--- src/mahd_pkg.sv ---
`default_nettype none

package mahd_pkg;

  localparam int unsigned WINDOW  = 16;
  localparam int unsigned TOTAL_W = 16 + $clog2(WINDOW);

  localparam logic [15:0] CONV_LIMIT_RST = 16'd4000;
  localparam logic [7:0]  ERR_LIMIT_RST  = 8'd3;
  localparam logic [7:0]  MISS_MAX       = 8'd255;

  typedef enum logic {
    REG_CONV_LIMIT = 1'b0,
    REG_ERR_LIMIT  = 1'b1
  } reg_idx_e;

  typedef struct packed {
    logic        habituated;
    logic        new_input;
    logic        progress_valid;
    logic [15:0] progress;
    logic [15:0] mean_active;
    logic [15:0] mean_match;
  } result_t;

endpackage

`default_nettype wire

--- src/moving_average_habituation_detector.sv ---
// moving average habituation detector
// input channel (in_valid_i / in_ready_o) carries one word per frame: the
// active and matching cell counts. the output channel (out_valid_o /
// out_ready_i) returns one result word per input word, in order: the window
// means of both counts, the new-input flag, the streak counter as progress
// with its valid flag, and the habituated flag.
// an accepted word goes to the result register, or to the skid register while
// the receiver stalls. one word can be accepted every cycle, so a sustained
// rate of one word per cycle is reached while the receiver keeps
// up; the window update is a 16-deep shift line per count plus a running
// total, all resolved combinationally between input and result register.
// when the receiver stalls, one further word is taken into a skid register,
// after which in_ready_o drops until the result register drains.
// reset (rst_ni low, asynchronous) clears the window, totals, streak and miss
// counters and empties both output slots, and loads a streak limit of 4000
// and a miss tolerance of 3; pready is always high. the user writes the limits
// over the apb port at 0x0 and 0x4 only while the block is idle, unchecked.
`default_nettype none

module moving_average_habituation_detector (
  input  wire logic        clk_i,
  input  wire logic        rst_ni,
  input  wire logic        in_valid_i,
  output logic             in_ready_o,
  input  wire logic [15:0] active_count_i,
  input  wire logic [15:0] match_count_i,
  output logic             out_valid_o,
  input  wire logic        out_ready_i,
  output logic             habituated_o,
  output logic             new_input_o,
  output logic             progress_valid_o,
  output logic [15:0]      progress_o,
  output logic [15:0]      mean_active_o,
  output logic [15:0]      mean_match_o,
  input  wire logic        psel,
  input  wire logic        penable,
  input  wire logic        pwrite,
  input  wire logic [2:0]  paddr,
  input  wire logic [31:0] pwdata,
  output logic [31:0]      prdata,
  output logic             pready
);
  import mahd_pkg::*;

  logic [15:0] conv_limit_q;
  logic [7:0]  err_limit_q;
  reg_idx_e    reg_idx;
  logic        cfg_wr;

  logic [15:0]        hist_a_q [WINDOW];
  logic [15:0]        hist_m_q [WINDOW];
  logic [TOTAL_W-1:0] tot_a_q, tot_a_d;
  logic [TOTAL_W-1:0] tot_m_q, tot_m_d;
  logic [15:0]        streak_q, streak_d;
  logic [7:0]         miss_q, miss_d;

  logic        acc;
  logic        out_fire;
  logic        is_match;
  logic        is_quiet;
  result_t     res_new;
  result_t     res_q, res_d;
  result_t     skid_q, skid_d;
  logic        out_vld_q, out_vld_d;
  logic        skid_vld_q, skid_vld_d;

  // apb register port
  assign pready  = 1'b1;
  assign reg_idx = reg_idx_e'(paddr[2]);
  assign cfg_wr  = psel && penable && pwrite;

  always_comb begin
    case (reg_idx)
      REG_CONV_LIMIT: prdata = {16'd0, conv_limit_q};
      REG_ERR_LIMIT:  prdata = {24'd0, err_limit_q};
      default:        prdata = 32'd0;
    endcase
  end

  always_ff @(posedge clk_i or negedge rst_ni) begin
    if (!rst_ni) begin
      conv_limit_q <= CONV_LIMIT_RST;
      err_limit_q  <= ERR_LIMIT_RST;
    end else if (cfg_wr) begin
      case (reg_idx)
        REG_CONV_LIMIT: conv_limit_q <= pwdata[15:0];
        REG_ERR_LIMIT:  err_limit_q  <= pwdata[7:0];
        default: ;
      endcase
    end
  end

  // handshakes
  assign in_ready_o = !skid_vld_q;
  assign acc        = in_valid_i && in_ready_o;
  assign out_fire   = out_vld_q && out_ready_i;

  // window totals and detection
  always_comb begin
    tot_a_d = tot_a_q - TOTAL_W'(hist_a_q[0]) + TOTAL_W'(active_count_i);
    tot_m_d = tot_m_q - TOTAL_W'(hist_m_q[0]) + TOTAL_W'(match_count_i);

    res_new             = '0;
    res_new.mean_active = 16'(tot_a_d / WINDOW);
    res_new.mean_match  = 16'(tot_m_d / WINDOW);
    res_new.new_input   = (match_count_i < res_new.mean_match) ||
                          (active_count_i < res_new.mean_active);

    is_match = (active_count_i != 16'd0) && (active_count_i == match_count_i);
    is_quiet = (active_count_i == 16'd0) && (match_count_i == 16'd0) &&
               (res_new.mean_active != 16'd0) &&
               (res_new.mean_active == res_new.mean_match);

    streak_d = streak_q;
    miss_d   = miss_q;
    if (is_match) begin
      res_new.progress_valid = 1'b1;
      res_new.progress       = streak_q;
      miss_d                 = 8'd0;
      if (streak_q >= conv_limit_q) begin
        res_new.habituated = 1'b1;
      end else begin
        streak_d = streak_q + 16'd1;
      end
    end else if (is_quiet) begin
      if (miss_q != MISS_MAX) begin
        miss_d = miss_q + 8'd1;
      end
      res_new.progress_valid = 1'b1;
      res_new.progress       = streak_q;
    end else if (miss_q < err_limit_q) begin
      miss_d = miss_q + 8'd1;
    end else begin
      res_new.progress_valid = 1'b1;
      miss_d                 = 8'd0;
      streak_d               = 16'd0;
    end
  end

  always_ff @(posedge clk_i or negedge rst_ni) begin
    if (!rst_ni) begin
      for (int i = 0; i < WINDOW; i++) begin
        hist_a_q[i] <= 16'd0;
        hist_m_q[i] <= 16'd0;
      end
      tot_a_q  <= '0;
      tot_m_q  <= '0;
      streak_q <= 16'd0;
      miss_q   <= 8'd0;
    end else if (acc) begin
      for (int i = 0; i < WINDOW - 1; i++) begin
        hist_a_q[i] <= hist_a_q[i+1];
        hist_m_q[i] <= hist_m_q[i+1];
      end
      hist_a_q[WINDOW-1] <= active_count_i;
      hist_m_q[WINDOW-1] <= match_count_i;
      tot_a_q  <= tot_a_d;
      tot_m_q  <= tot_m_d;
      streak_q <= streak_d;
      miss_q   <= miss_d;
    end
  end

  // result register with skid slot
  always_comb begin
    out_vld_d  = out_vld_q;
    skid_vld_d = skid_vld_q;
    res_d      = res_q;
    skid_d     = skid_q;
    if (out_fire || !out_vld_q) begin
      if (skid_vld_q) begin
        res_d      = skid_q;
        out_vld_d  = 1'b1;
        skid_vld_d = 1'b0;
      end else if (acc) begin
        res_d     = res_new;
        out_vld_d = 1'b1;
      end else begin
        out_vld_d = 1'b0;
      end
    end else if (acc) begin
      skid_d     = res_new;
      skid_vld_d = 1'b1;
    end
  end

  always_ff @(posedge clk_i or negedge rst_ni) begin
    if (!rst_ni) begin
      out_vld_q  <= 1'b0;
      skid_vld_q <= 1'b0;
    end else begin
      out_vld_q  <= out_vld_d;
      skid_vld_q <= skid_vld_d;
    end
  end

  always_ff @(posedge clk_i) begin
    res_q  <= res_d;
    skid_q <= skid_d;
  end

  assign out_valid_o      = out_vld_q;
  assign habituated_o     = res_q.habituated;
  assign new_input_o      = res_q.new_input;
  assign progress_valid_o = res_q.progress_valid;
  assign progress_o       = res_q.progress;
  assign mean_active_o    = res_q.mean_active;
  assign mean_match_o     = res_q.mean_match;

endmodule

`default_nettype wire

--- config.mk ---
export PLATFORM = sky130hd
export DESIGN_NAME = moving_average_habituation_detector
export DESIGN_NICKNAME = d
export VERILOG_FILES = /design/src/mahd_pkg.sv /design/src/moving_average_habituation_detector.sv
export SDC_FILE = /design/constraint.sdc
export NUM_CORES = 2
export LEC_CHECK = 0
export BUFFER_PORTS_ARGS = -buffer_cell sky130_fd_sc_hd__buf_2
export CAP_MARGIN = 30
export CORE_MARGIN = 2
export CORE_UTILIZATION = 55
export CTS_CLUSTER_DIAMETER = 100
export DETAILED_ROUTE_END_ITERATION = 16
export PLACE_DENSITY = 0.73
export SYNTH_ARGS = -nofsm -noshare
export SYNTH_HDL_FRONTEND = slang
export SYNTH_SLANG_ARGS = --single-unit
--- constraint.sdc ---
create_clock -name clk_i -period 12.3 [get_ports clk_i]
set_clock_uncertainty 0.05 [all_clocks]
set_input_delay 2.46 -clock clk_i [delete_from_list [all_inputs] [get_ports clk_i]]
set_output_delay 2.46 -clock clk_i [all_outputs]
set_load 0.005 [all_outputs]
==> out/summary.json <==
{
  "critical_path": {
    "reg2reg_depth": 15,
    "worstPathRequired_ps": 12800,
    "worst_ep_arrival_time_ps": 7960,
    "critical_path.startpoint_type": "input pin",
    "crit_path_max_fanout": 16,
    "crit_type": "input pin to flip-flop",
    "endpoint_kind": "flip-flop"
  },
  "place": {
    "routabilityCongestion": 0.909,
    "post-place-cells": 4161,
    "io_buffers": 124,
    "hpwl_after_detailed_placement_um": 39100,
    "place_ws_ps": 4330
  },
  "sta": {
    "grt_setup_unrepaired": "false",
    "fin_crit_ps": 7460,
    "report.final.hold_viol_count": 0,
    "maxSlewHeadroom_pct": 22.5,
    "finalSetupViolations": 0,
    "holdWs_ps": 398,
    "timing.final.max_slew_violations": 0,
    "setup-tns-final_ps": 0,
    "max_freq_mhz": 134,
    "setup_slack_ps": 4840,
    "worst-slew-pin-transition_ps": 1160,
    "final_min_period_over_clock_period_pct": 60.7
  },
  "logic_synthesis": {
    "ys_warn_count": 0,
    "yosysSeqAreaShare_pct": 57.5,
    "synthCells": 3411,
    "synth_flop_cell": "dfrtp_1",
    "leading_cell_type_by_number_of_instances_after_synthesis": "nand2_1",
    "synth.avg_cell_area_um2": 9.26,
    "synth-seq-cells": 704,
    "synth-async-reset-ratio_pct": 85.5,
    "synth_top_area_share_pct": 47.1,
    "synth.cells.most_frequent": "nand2_1, dfrtp_1, inv_1",
    "synthTopCellsByArea": "dfrtp_1, nand2_1, edfxtp_1",
    "synthDominantAreaCellType": "dfrtp_1",
    "synthDistinctLibCells": 78,
    "syn-cell-area_mm2": 0.0316,
    "synth-edff-count": 102
  },
  "min_path": {
    "whs_path_depth": 2,
    "min-delay-path-class": "flip-flop to flip-flop"
  },
  "clocking": {
    "ctsResizeCount": 0,
    "total_clock_sinks": 704,
    "max_h_tree_level": 3,
    "cts_post_setup_buffers_inserted": 0,
    "tritoncts_clock_tree": "done",
    "skew_pair_late_insertion_delay_ps": 620,
    "cts_root_buffer": "clkbuf_16",
    "hold_buffers": 0,
    "total_clock_buffers_created_by_cts": 74,
    "clkTransAtPathRegs_ps": 60,
    "ctsLongestPathBuffers": 3
  },
  "floorplan": {
    "die_w_um": 244,
    "floorplan.die.height_um": 244,
    "die_footprint_mm2": 0.0593,
    "io-pin-count": 160,
    "core-area_mm2": 0.0566,
    "core.rowCount": 87,
    "initial_utilization_pct": 55.8
  },
  "detailed_routing": {
    "wl_per_cell_um": 14.6,
    "vias_per_cell": 5.13,
    "drt_iter0_drc": 1670,
    "drc": 0,
    "firstDrtPassIters": 5,
    "route.antenna.remaining_nets": 0,
    "total_length_of_routed_wires_um": 62900,
    "vias": 22044
  },
  "grt": {
    "gr-usage-all-layers_pct": 21.6,
    "first_global_vias": 20696,
    "pin_count_of_the_biggest_net_entering_global_routing": 254,
    "grt_pass1_wl_um": 105000,
    "grt_remaining_overflow": 0,
    "number_of_antenna_violations_at_the_first_check_in_global_routing": 2
  },
  "run_status": {
    "status": "completed"
  },
  "power_and_ir_drop": {
    "power_per_cell_area_mw_per_mm2": 273,
    "leakage_nw": 18.6,
    "peakVddDrop_v": 0.000210
  },
  "finish": {
    "proportion_of_layout_cells_with_a_drive_suffix_above_1_pct": 9.94,
    "final.fill_count": 4685,
    "syn_to_final_growth_pct": 11.6,
    "final_cells": 4301,
    "final_net_count": 3679
  },
  "flow_run": {
    "timing.max_cap.violations": 0
  }
}
[per-layer routing]
| metal | track usage [%] | share of wire (%) | up-vias |
|---|---|---|---|
| met2 | 32.1 | 44 | 473 |
| met4 | 6.04 | 1.7 | 0 |
| met3 | 4.06 | 5.8 | 74 |
| met1 | 32.6 | 48 | 10582 |
| li1 | - | - | 10915 |
| met5 | 0 | 0 | - |
[cell type report]
type / instances / area (um^2) / share of cell area [%]
well taps: 756 / 946 / 2.69
repair buffers: 150 / 916 / 2.60
clock buffers: 100 / 2090 / 5.94
multi-input cells: 2349 / 12000 / 34.1
clock inverters: 37 / 342 / 0.970
flip-flops and latches: 704 / 18100 / 51.5
inverters: 203 / 762 / 2.16
diodes: 2 / 5.00 / 0.0142
[report_power, final]
part / total (W) / internal, W / switching [W]
Combinational: 0.00395 / 0.00151 / 0.00244
Sequential: 0.00345 / 0.00314 / 0.000312
Clock: 0.00222 / 0.00129 / 0.000931
Total: 0.00961 / 0.00593 / 0.00368
[logic make-up after synthesis]
logic type               count (synthesis)  synth area share (%)
other                                    2                0.0238
AND/OR/NAND/NOR                       1770                  22.1
multiplexers                            49                  1.86
buffers and inverters                  373                  4.72
XOR/XNOR                                69                  1.94
flip-flops                             704                  57.5
AO/OA/AOI/OAI                          317                  6.12
adder cells (fa/ha/maj)                127                  5.76
[metrics by stage]
step	utilization (%)	power [W]	instance area [um^2]
2_1_floorplan	-	0.00618	31600
3_3_place_gp	57.8	0.00725	32700
6_report	62.2	0.00961	35200
4_1_cts	62.2	0.00963	35200
5_1_grt	62.2	0.0103	35200
3_5_place_dp	57.9	0.00736	32800
[final timing paths]
kind | start | endpoint | slack [ps]
worst min register to register | hist_m_q[87]$_DFFE_PN0P_ | hist_m_q[103]$_DFFE_PN0P_ | 400
worst max register to register | hist_m_q[241]$_DFFE_PN0P_ | streak_q[12]$_DFFE_PN0P_ | 6690
min in group asynchronous | rst_ni | hist_m_q[64]$_DFFE_PN0P_ | 1860
worst min-delay path | hist_m_q[87]$_DFFE_PN0P_ | hist_m_q[103]$_DFFE_PN0P_ | 400
max in group asynchronous | rst_ni | hist_a_q[202]$_DFFE_PN0P_ | 8440
worst max-delay path | match_count_i[1] | streak_q[12]$_DFFE_PN0P_ | 4840
[sequential cells by signal, summed over array words and instances, names as in the netlist, 8 cells and up]
register and count:
conv_limit_q 16, err_limit_q 8, hist_a_q 256, hist_m_q 256, mean_active_o 16, mean_match_o 16
miss_q 8, progress_o 16, skid_q 51, streak_q 16, tot_a_q 20, tot_m_q 20
[cell usage in the layout (no fill, tap or decap), types with 11 or more instances in the layout]
cell,Yosys,routed
buf_2,5,123
o21ai_0,138,138
inv_1,201,201
buf_4,18,20
nand3_1,15,15
clkinv_2,0,16
dfrtp_1,594,593
a22o_1,11,11
and3_1,12,12
nor2_1,48,47
xor2_1,25,25
a21oi_1,65,65
a21o_1,42,42
ha_1,91,91
nand2_1,1602,1601
fa_1,32,32
clkbuf_16,0,76
conb_1,2,17
nand4_1,22,22
edfxtp_1,102,102
nor4_1,13,13
mux2_2,37,37
clkbuf_1,144,14
xnor2_1,43,43
[critical path, stage by stage]
cell      delay (ps)
buf_2            230
inv_1            140
fa_1             540
inv_1             70
fa_1             460
a21oi_1          200
o221ai_1         320
a31o_2           370
a41o_1           290
xnor2_1          520
xnor2_1          180
nand2_1           60
or4_1            420
nor4_2           630
nor2_1           180
o21ai_2          610
a22o_1           260
(Power assumes the default switching activity.)
